--- src/rtl/crcfr_pkg.sv ---
// crcfr_pkg: shared types, constants and the crc-32 byte update
// for the checked frame receiver; no dependencies

package crcfr_pkg;

    typedef logic [1:0]  status_t;
    typedef logic [31:0] word_t;

    localparam status_t StatusProgress = 2'd0;
    localparam status_t StatusOk       = 2'd1;
    localparam status_t StatusBadMagic = 2'd2;
    localparam status_t StatusBadCrc   = 2'd3;

    localparam word_t      MagicReset = 32'h1234_4321;
    localparam word_t      CrcPoly    = 32'hEDB8_8320;
    localparam word_t      CrcInit    = 32'hFFFF_FFFF;
    localparam logic [3:0] HeaderLast = 4'd11;

    // reflected crc-32, one byte, unrolled xor network
    function automatic word_t crc_byte(input word_t crc_in, input logic [7:0] data);
        word_t c;
        c = crc_in ^ {24'd0, data};
        for (int k = 0; k < 8; k++)
        begin
            if (c[0])
                c = (c >> 1) ^ CrcPoly;
            else
                c = c >> 1;
        end
        return c;
    endfunction

endpackage

--- src/rtl/crc32_checked_frame_receiver.sv ---
// crc32_checked_frame_receiver: length-prefixed frame deframer with crc-32 check
// depends on crcfr_pkg
// each result is registered: it appears in the output register in the cycle after its input transfer
// throughput: one byte per cycle while in_stall is low; the crc byte update is a combinational xor network
// in_stall rises only while a held result is stalled at the output
// reset (rst_n low, asynchronous): header phase, counters cleared, crc all ones,
// frame_magic back to 0x12344321, output register empty

module crc32_checked_frame_receiver (
    input  logic        clk,
    input  logic        rst_n,
    input  logic        cfg_valid,
    output logic        cfg_ready,
    input  logic [31:0] cfg_data,
    input  logic        in_valid,
    output logic        in_stall,
    input  logic [7:0]  data_byte,
    output logic        out_valid,
    input  logic        out_stall,
    output logic [7:0]  payload_byte,
    output logic        has_data,
    output logic        frame_end,
    output logic [1:0]  status
);

    logic [31:0] frame_magic_reg;
    logic        in_payload_reg,    in_payload_next;
    logic [3:0]  header_index_reg,  header_index_next;
    logic [31:0] magic_seen_reg,    magic_seen_next;
    logic [31:0] length_seen_reg,   length_seen_next;
    logic [31:0] checksum_seen_reg, checksum_seen_next;
    logic [31:0] running_crc_reg,   running_crc_next;
    logic [31:0] bytes_left_reg,    bytes_left_next;

    logic        out_valid_reg,     out_valid_next;
    logic [7:0]  payload_byte_reg,  payload_byte_next;
    logic        has_data_reg,      has_data_next;
    logic        frame_end_reg,     frame_end_next;
    crcfr_pkg::status_t status_reg, status_next;

    logic        accept;
    logic        res_valid;
    logic [31:0] crc_step;
    logic [3:0]  hdr_idx;
    logic [4:0]  hdr_shift;

    assign cfg_ready    = 1'b1;
    assign in_stall     = out_valid_reg & out_stall;
    assign accept       = in_valid & ~in_stall;
    assign out_valid    = out_valid_reg;
    assign payload_byte = payload_byte_reg;
    assign has_data     = has_data_reg;
    assign frame_end    = frame_end_reg;
    assign status       = status_reg;

    assign crc_step  = crcfr_pkg::crc_byte(running_crc_reg, data_byte);
    assign hdr_idx   = (header_index_reg > crcfr_pkg::HeaderLast) ?
                       crcfr_pkg::HeaderLast : header_index_reg;
    assign hdr_shift = {hdr_idx[1:0], 3'b000};

    always_comb
    begin
        in_payload_next    = in_payload_reg;
        header_index_next  = header_index_reg;
        magic_seen_next    = magic_seen_reg;
        length_seen_next   = length_seen_reg;
        checksum_seen_next = checksum_seen_reg;
        running_crc_next   = running_crc_reg;
        bytes_left_next    = bytes_left_reg;
        res_valid          = 1'b0;
        payload_byte_next  = 8'd0;
        has_data_next      = 1'b0;
        frame_end_next     = 1'b0;
        status_next        = crcfr_pkg::StatusProgress;

        if (accept)
        begin
            if (in_payload_reg)
            begin
                running_crc_next  = crc_step;
                bytes_left_next   = bytes_left_reg - 32'd1;
                res_valid         = 1'b1;
                payload_byte_next = data_byte;
                has_data_next     = 1'b1;
                if (bytes_left_reg == 32'd1)
                begin
                    in_payload_next   = 1'b0;
                    header_index_next = 4'd0;
                    frame_end_next    = 1'b1;
                    status_next       = ((~crc_step) == checksum_seen_reg) ?
                                        crcfr_pkg::StatusOk : crcfr_pkg::StatusBadCrc;
                end
            end
            else
            begin
                case (hdr_idx[3:2])
                    2'd0:    magic_seen_next[hdr_shift +: 8]    = data_byte;
                    2'd1:    length_seen_next[hdr_shift +: 8]   = data_byte;
                    default: checksum_seen_next[hdr_shift +: 8] = data_byte;
                endcase

                if (hdr_idx != crcfr_pkg::HeaderLast)
                begin
                    header_index_next = hdr_idx + 4'd1;
                end
                else
                begin
                    header_index_next = 4'd0;
                    if (magic_seen_reg != frame_magic_reg)
                    begin
                        res_valid      = 1'b1;
                        frame_end_next = 1'b1;
                        status_next    = crcfr_pkg::StatusBadMagic;
                    end
                    else if (length_seen_reg == 32'd0)
                    begin
                        res_valid      = 1'b1;
                        frame_end_next = 1'b1;
                        status_next    = (checksum_seen_next == 32'd0) ?
                                         crcfr_pkg::StatusOk : crcfr_pkg::StatusBadCrc;
                    end
                    else
                    begin
                        in_payload_next  = 1'b1;
                        bytes_left_next  = length_seen_reg;
                        running_crc_next = crcfr_pkg::CrcInit;
                    end
                end
            end
        end

        // result register: load on a new result, drain on an output transfer
        if (res_valid)
            out_valid_next = 1'b1;
        else if (!out_stall)
            out_valid_next = 1'b0;
        else
            out_valid_next = out_valid_reg;
    end

    always_ff @(posedge clk or negedge rst_n)
    begin
        if (!rst_n)
        begin
            frame_magic_reg   <= crcfr_pkg::MagicReset;
            in_payload_reg    <= 1'b0;
            header_index_reg  <= 4'd0;
            magic_seen_reg    <= 32'd0;
            length_seen_reg   <= 32'd0;
            checksum_seen_reg <= 32'd0;
            running_crc_reg   <= crcfr_pkg::CrcInit;
            bytes_left_reg    <= 32'd0;
            out_valid_reg     <= 1'b0;
        end
        else
        begin
            if (cfg_valid && cfg_ready)
                frame_magic_reg <= cfg_data;
            in_payload_reg    <= in_payload_next;
            header_index_reg  <= header_index_next;
            magic_seen_reg    <= magic_seen_next;
            length_seen_reg   <= length_seen_next;
            checksum_seen_reg <= checksum_seen_next;
            running_crc_reg   <= running_crc_next;
            bytes_left_reg    <= bytes_left_next;
            out_valid_reg     <= out_valid_next;
        end
    end

    always_ff @(posedge clk)
    begin
        if (res_valid)
        begin
            payload_byte_reg <= payload_byte_next;
            has_data_reg     <= has_data_next;
            frame_end_reg    <= frame_end_next;
            status_reg       <= status_next;
        end
    end

`ifndef ASSERT_OFF
    a_payload_nonempty: assert property (@(posedge clk) disable iff (!rst_n)
        in_payload_reg |-> (bytes_left_reg != 32'd0))
        else $error("payload phase with no bytes left");

    a_header_index_range: assert property (@(posedge clk) disable iff (!rst_n)
        !in_payload_reg |-> (header_index_reg <= crcfr_pkg::HeaderLast))
        else $error("header index out of range");

    a_open_frame_result: assert property (@(posedge clk) disable iff (!rst_n)
        (out_valid_reg && !frame_end_reg) |->
            (has_data_reg && status_reg == crcfr_pkg::StatusProgress))
        else $error("mid-frame result without payload byte");

    a_no_data_zero: assert property (@(posedge clk) disable iff (!rst_n)
        (out_valid_reg && !has_data_reg) |->
            (payload_byte_reg == 8'd0 && frame_end_reg))
        else $error("result without data is not a zero frame end");
`endif

endmodule

--- config.mk ---
export PLATFORM = sky130hd
export DESIGN_NAME = crc32_checked_frame_receiver
export DESIGN_NICKNAME = d
export VERILOG_FILES = /design/src/rtl/crcfr_pkg.sv /design/src/rtl/crc32_checked_frame_receiver.sv
export SDC_FILE = /design/constraint.sdc
export NUM_CORES = 1
export LEC_CHECK = 0
export ABC_CLOCK_PERIOD_IN_PS = 2950
export BUFFER_PORTS_ARGS = -buffer_cell sky130_fd_sc_hd__clkbuf_2
export CORE_ASPECT_RATIO = 1.75
export CORE_MARGIN = 1
export CORE_UTILIZATION = 40
export DETAILED_ROUTE_END_ITERATION = 12
export SLEW_MARGIN = 20
export SYNTH_ARGS = -nofsm -noshare
export SYNTH_HDL_FRONTEND = slang
export SYNTH_SLANG_ARGS = --single-unit
export TNS_END_PERCENT = 30
--- constraint.sdc ---
create_clock -name clk -period 2.95 [get_ports clk]
set_input_delay 0.295 -clock clk [delete_from_list [all_inputs] [get_ports clk]]
set_output_delay 0.295 -clock clk [all_outputs]
set_load 0.02 [all_outputs]
==> impl_results.html <==
<table>
<tr><th>Metric</th><th>Value</th></tr>
<tr><th colspan="2">Worst hold path</th></tr>
<tr><td>Type of the most critical hold path</td><td>primary input to flip-flop</td></tr>
<tr><th colspan="2">Critical path</th></tr>
<tr><td>Number of buffers and inverters on the critical path</td><td>0</td></tr>
<tr><td>Worst Path Required</td><td>3.22 ns</td></tr>
<tr><td>Cell type with the highest occurrence count on the critical path</td><td>sky130_fd_sc_hd__xor2_1</td></tr>
<tr><td>Delay of the slowest critical-path stage</td><td>0.57 ns</td></tr>
<tr><td>Largest driver fanout on the critical path</td><td>7</td></tr>
<tr><td>Kind of critical path</td><td>flip-flop to flip-flop</td></tr>
<tr><td>Endpoint arrival time on the critical path</td><td>3.06 ns</td></tr>
<tr><td>Family of cells with the greatest summed delay on the critical path</td><td>XOR/XNOR gates</td></tr>
<tr><td>CP max stage cell</td><td>sky130_fd_sc_hd__dfstp_2</td></tr>
<tr><td>Critical path endpoint category</td><td>flip-flop</td></tr>
<tr><td>Critical Path, Cell by Cell</td><td>xnor2_4, xor2_4, xor2_2, xor2_1, xor2_1, nor4_1, a41o_1, a21oi_1</td></tr>
<tr><td>Critical Path Source Type</td><td>flip-flop</td></tr>
<tr><th colspan="2">Finish</th></tr>
<tr><td>Most frequent cells in the layout</td><td>sky130_fd_sc_hd__dfrtp_1 (155), sky130_fd_sc_hd__nand2_1 (123), sky130_fd_sc_hd__o21ai_0 (117)</td></tr>
<tr><td>Area Growth Syn to Fin</td><td>15.9%</td></tr>
<tr><td>Final Net Count</td><td>1,204</td></tr>
<tr><td>Register Area</td><td>5370 um2</td></tr>
<tr><td>Filler cells</td><td>2,500</td></tr>
<tr><td>Post-Layout Cell Count</td><td>1,489</td></tr>
<tr><td>Share of cells above drive strength 1</td><td>0.208</td></tr>
<tr><td>Commonest non-fill, non-tap cell in the layout</td><td>sky130_fd_sc_hd__dfrtp_1</td></tr>
<tr><td>Number of antenna cells inserted</td><td>0</td></tr>
<tr><td>Post-layout utilization of the core</td><td>0.471</td></tr>
<tr><td>Footprint of the multi-input gates</td><td>5110 um2</td></tr>
<tr><th colspan="2">GRT</th></tr>
<tr><td>Global-route wire length before repair</td><td>49,200 um</td></tr>
<tr><td>Overflow left after global routing</td><td>0</td></tr>
<tr><td>Total routing usage reported by global routing</td><td>0.233</td></tr>
<tr><td>Pin count of the biggest net entering global routing</td><td>87</td></tr>
<tr><td>Number of antenna violations at the first check in global routing</td><td>0</td></tr>
<tr><td>Vias in the first global route</td><td>8,553</td></tr>
<tr><th colspan="2">Placement</th></tr>
<tr><td>Count of buffers inserted at the top-level ports</td><td>58</td></tr>
<tr><td>Placed Cells</td><td>1,450</td></tr>
<tr><td>Final HPWL from detailed placement</td><td>22,500 um</td></tr>
<tr><td>Weighted congestion at the end of routability-driven global placement</td><td>0.903</td></tr>
<tr><th colspan="2">Clock network</th></tr>
<tr><td>Clock latency on the worst-skew pair</td><td>0.52 ns</td></tr>
<tr><td>Number of setup buffers added after CTS</td><td>0</td></tr>
<tr><td>Master cell of the clock root buffer</td><td>sky130_fd_sc_hd__clkbuf_16</td></tr>
<tr><td>Register clock-pin slew on the reported worst setup and hold paths</td><td>0.07 ns</td></tr>
<tr><td>Inserted Clock Buffers</td><td>20</td></tr>
<tr><td>Clock tree from TritonCTS</td><td>built</td></tr>
<tr><td>Depth of the CTS H-tree</td><td>1</td></tr>
<tr><td>Clk sinks</td><td>210</td></tr>
<tr><td>Number of buffers between clock root and the deepest sink</td><td>3</td></tr>
<tr><th colspan="2">Floorplan</th></tr>
<tr><td>Area of the core region</td><td>26,500 um2</td></tr>
<tr><td>Initial Utilization</td><td>0.407</td></tr>
<tr><td>Area enclosed by the die boundary</td><td>27,600 um2</td></tr>
<tr><td>Number of placed I/O pins</td><td>60</td></tr>
<tr><td>Die X-Extent</td><td>126 um</td></tr>
<tr><td># rows</td><td>79</td></tr>
<tr><td>Die extent in y</td><td>219 um</td></tr>
<tr><th colspan="2">Pwr</th></tr>
<tr><td>Combinational share of power</td><td>0.512</td></tr>
<tr><td>Switch share</td><td>0.425</td></tr>
<tr><td>Leakage power summed over all cells</td><td>5.11 nW</td></tr>
<tr><td>Sequential power share</td><td>0.319</td></tr>
<tr><td>Peak VDD IR</td><td>0.000632 V</td></tr>
<tr><td>Sw Pwr</td><td>6.59 mW</td></tr>
<tr><td>Final Total Pwr</td><td>15.5 mW</td></tr>
<tr><td>Cell-internal power</td><td>8.93 mW</td></tr>
<tr><td>Power per standard cell area</td><td>1240 nW/um2</td></tr>
<tr><td>Relative contribution of the clock network to total power</td><td>0.169</td></tr>
<tr><th colspan="2">Route</th></tr>
<tr><td>Routed WL</td><td>31,100 um</td></tr>
<tr><td>Routed via count</td><td>8,345</td></tr>
<tr><td>Iteration-0 DRC count of the detailed router</td><td>577</td></tr>
<tr><td>Per-cell routed wire length</td><td>20.9 um</td></tr>
<tr><td>First-pass iteration count of the detailed router</td><td>5</td></tr>
<tr><td>Antenna-violating nets left</td><td>0</td></tr>
<tr><td>Routed via count divided by cell count</td><td>5.60</td></tr>
<tr><td>Total DRC errors in the routed layout</td><td>0</td></tr>
<tr><th colspan="2">Synth</th></tr>
<tr><td>Post-Synthesis Net Count</td><td>1,119</td></tr>
<tr><td>Synthesized cell area</td><td>10,800 um2</td></tr>
<tr><td>Total of warnings raised by yosys</td><td>0</td></tr>
<tr><td>Synthesized netlist cell count</td><td>1,066</td></tr>
<tr><td>Async SR Flop Fraction</td><td>0.943</td></tr>
<tr><td>Flop and latch count out of synthesis</td><td>210</td></tr>
<tr><td>Synth unique cells</td><td>62</td></tr>
<tr><td>Proportion of synthesized chip area in sequential cells</td><td>0.498</td></tr>
<tr><td>Dominant synthesized flop cell</td><td>sky130_fd_sc_hd__dfrtp_1</td></tr>
<tr><td>Count of flip-flops with a built-in enable after synthesis</td><td>12</td></tr>
<tr><td>Synthesized area per cell</td><td>10.1 um2</td></tr>
<tr><th colspan="2">Timing</th></tr>
<tr><td>Final Slew Violations</td><td>0</td></tr>
<tr><td>Headroom to the max-slew limit</td><td>0.470</td></tr>
<tr><td>Tcrit/Tclk final</td><td>0.946</td></tr>
<tr><td>Slew at the pin closest to its max-slew limit</td><td>0.796 ns</td></tr>
<tr><td>Final critical-path required period</td><td>2.79 ns</td></tr>
<tr><td>Worst Skew</td><td>0.0208 ns</td></tr>
<tr><td>Hold Vio Cnt, Final</td><td>0</td></tr>
<tr><td>Setup repair after global routing missed its margin</td><td>true</td></tr>
<tr><td>Number of failing setup endpoints in the final timing report</td><td>0</td></tr>
<tr><td>Maximum clock rate</td><td>358 MHz</td></tr>
<tr><th colspan="2">Run</th></tr>
<tr><td>MaxCap Viol Count</td><td>0</td></tr>
<tr><th colspan="2">Status</th></tr>
<tr><td>Run status</td><td>complete, no violations</td></tr>
</table>
[timing repair]
item / CTS / global route
gates resized for setup: 0 / 4
setup endpoints to repair: 0 / 14
hold buffers: 3 / 0
endpoints found under the hold margin: 52 / 0
[power groups by stage]
stage / logic [mW] / clock network (mW) / registers [mW]
after floorplan: 5.64 / 0 / 4.72
after global placement: 7.81 / 0 / 4.96
after detailed placement: 7.86 / 0 / 4.99
after CTS: 7.92 / 2.67 / 4.94
after global routing: 8.63 / 2.77 / 5.08
final: 7.96 / 2.62 / 4.95
[layout make-up]
cell class                      count  area share
Sequential cell                   210       0.430
Tap cell                          324      0.0325
Clock inverter                      5     0.00271
Timing Repair Buffer              119      0.0673
Clock buffer                       31      0.0499
Inverter                           26     0.00782
Multi-Input combinational cell    774       0.410
[through the flow]
step	hold WS, ns	worst slack (ns)	instance area [um2]	setup TNS [ns]
6_report	0.0159	0.159	12500	0
5_1_grt	0.00528	-0.0296	12500	-0.0296
4_1_cts	0.00113	0.0390	12500	0
3_5_place_dp	0.419	0.0593	11800	0
3_3_place_gp	0.423	0.0998	11800	0
2_1_floorplan	-0.000591	0.0188	10800	0
[Yosys cell counts, types with 3 or more instances]
master                     number  area, um2
sky130_fd_sc_hd__a32o_1        18        180
sky130_fd_sc_hd__nand4_1       18        113
sky130_fd_sc_hd__o21ai_0      117        586
sky130_fd_sc_hd__or3_1          6       37.5
sky130_fd_sc_hd__o22a_1        20        175
sky130_fd_sc_hd__and3_1        12       75.1
sky130_fd_sc_hd__dfstp_2       42       1100
sky130_fd_sc_hd__xor2_1        27        236
sky130_fd_sc_hd__inv_1         26       97.6
sky130_fd_sc_hd__nand3_1       54        270
sky130_fd_sc_hd__nor4_1        26        163
sky130_fd_sc_hd__buf_2          6       30.0
sky130_fd_sc_hd__buf_1          4       15.0
sky130_fd_sc_hd__nor3b_1       10       75.1
sky130_fd_sc_hd__o22ai_1       29        181
sky130_fd_sc_hd__edfxtp_1      12        360
sky130_fd_sc_hd__clkbuf_1      45        169
sky130_fd_sc_hd__xnor2_1       94        823
sky130_fd_sc_hd__and2_1         5       31.3
sky130_fd_sc_hd__nand2_1      123        462
sky130_fd_sc_hd__xnor2_4        6        165
sky130_fd_sc_hd__ha_1           8        100
sky130_fd_sc_hd__dfrtp_1      156       3900
sky130_fd_sc_hd__nor3_1        16       80.1
sky130_fd_sc_hd__a21oi_1       51        255
sky130_fd_sc_hd__or4_1          6       45.0
sky130_fd_sc_hd__mux2_2        34        383
sky130_fd_sc_hd__nor2_1        48        180
sky130_fd_sc_hd__xnor3_1        3       67.6
sky130_fd_sc_hd__nand4b_1       3       26.3
[worst reg2reg max path, cell delays in order (launching register included)]
cell	delay, ns
sky130_fd_sc_hd__dfstp_2	0.57
sky130_fd_sc_hd__xnor2_4	0.21
sky130_fd_sc_hd__xor2_4	0.34
sky130_fd_sc_hd__xor2_2	0.35
sky130_fd_sc_hd__xor2_1	0.25
sky130_fd_sc_hd__xor2_1	0.09
sky130_fd_sc_hd__nor4_1	0.45
sky130_fd_sc_hd__a41o_1	0.23
sky130_fd_sc_hd__a21oi_1	0.06
[per-layer routing]
| metal | share of wire | global-route usage |
|---|---|---|
| met5 | 0 | 0 |
| met4 | 0.052 | 0.122 |
| met2 | 0.51 | 0.421 |
| met1 | 0.39 | 0.270 |
| met3 | 0.043 | 0.0268 |
[final timing paths]
check	depth (start not counted)	to	start	slack [ns]
max	8	status[1]	running_crc_reg[7]	0.16
min	2	frame_magic_reg[8]	cfg_data[8]	0.02
max reg2reg	8	status[1]	running_crc_reg[7]	0.16
min reg2reg	2	magic_seen_reg[19]	magic_seen_reg[19]	0.51
max in group asynchronous	3	frame_magic_reg[5]	rst_n	1.69
min in group asynchronous	2	checksum_seen_reg[0]	rst_n	0.43
[kinds of logic (layout without fill, tap and decap cells)]
| family | after synthesis | after routing | synth area share |
|---|---|---|---|
| compound gates | 259 | 259 | 0.147 |
| fa+ha+maj | 8 | 8 | 0.00929 |
| flops | 210 | 210 | 0.498 |
| xor+xnor | 134 | 134 | 0.127 |
| simple gates | 336 | 336 | 0.151 |
| other cells | 1 | 1 | 0.000348 |
| mux | 36 | 36 | 0.0374 |
| buf+inv | 82 | 181 | 0.0296 |
(Power assumes the default switching activity.)
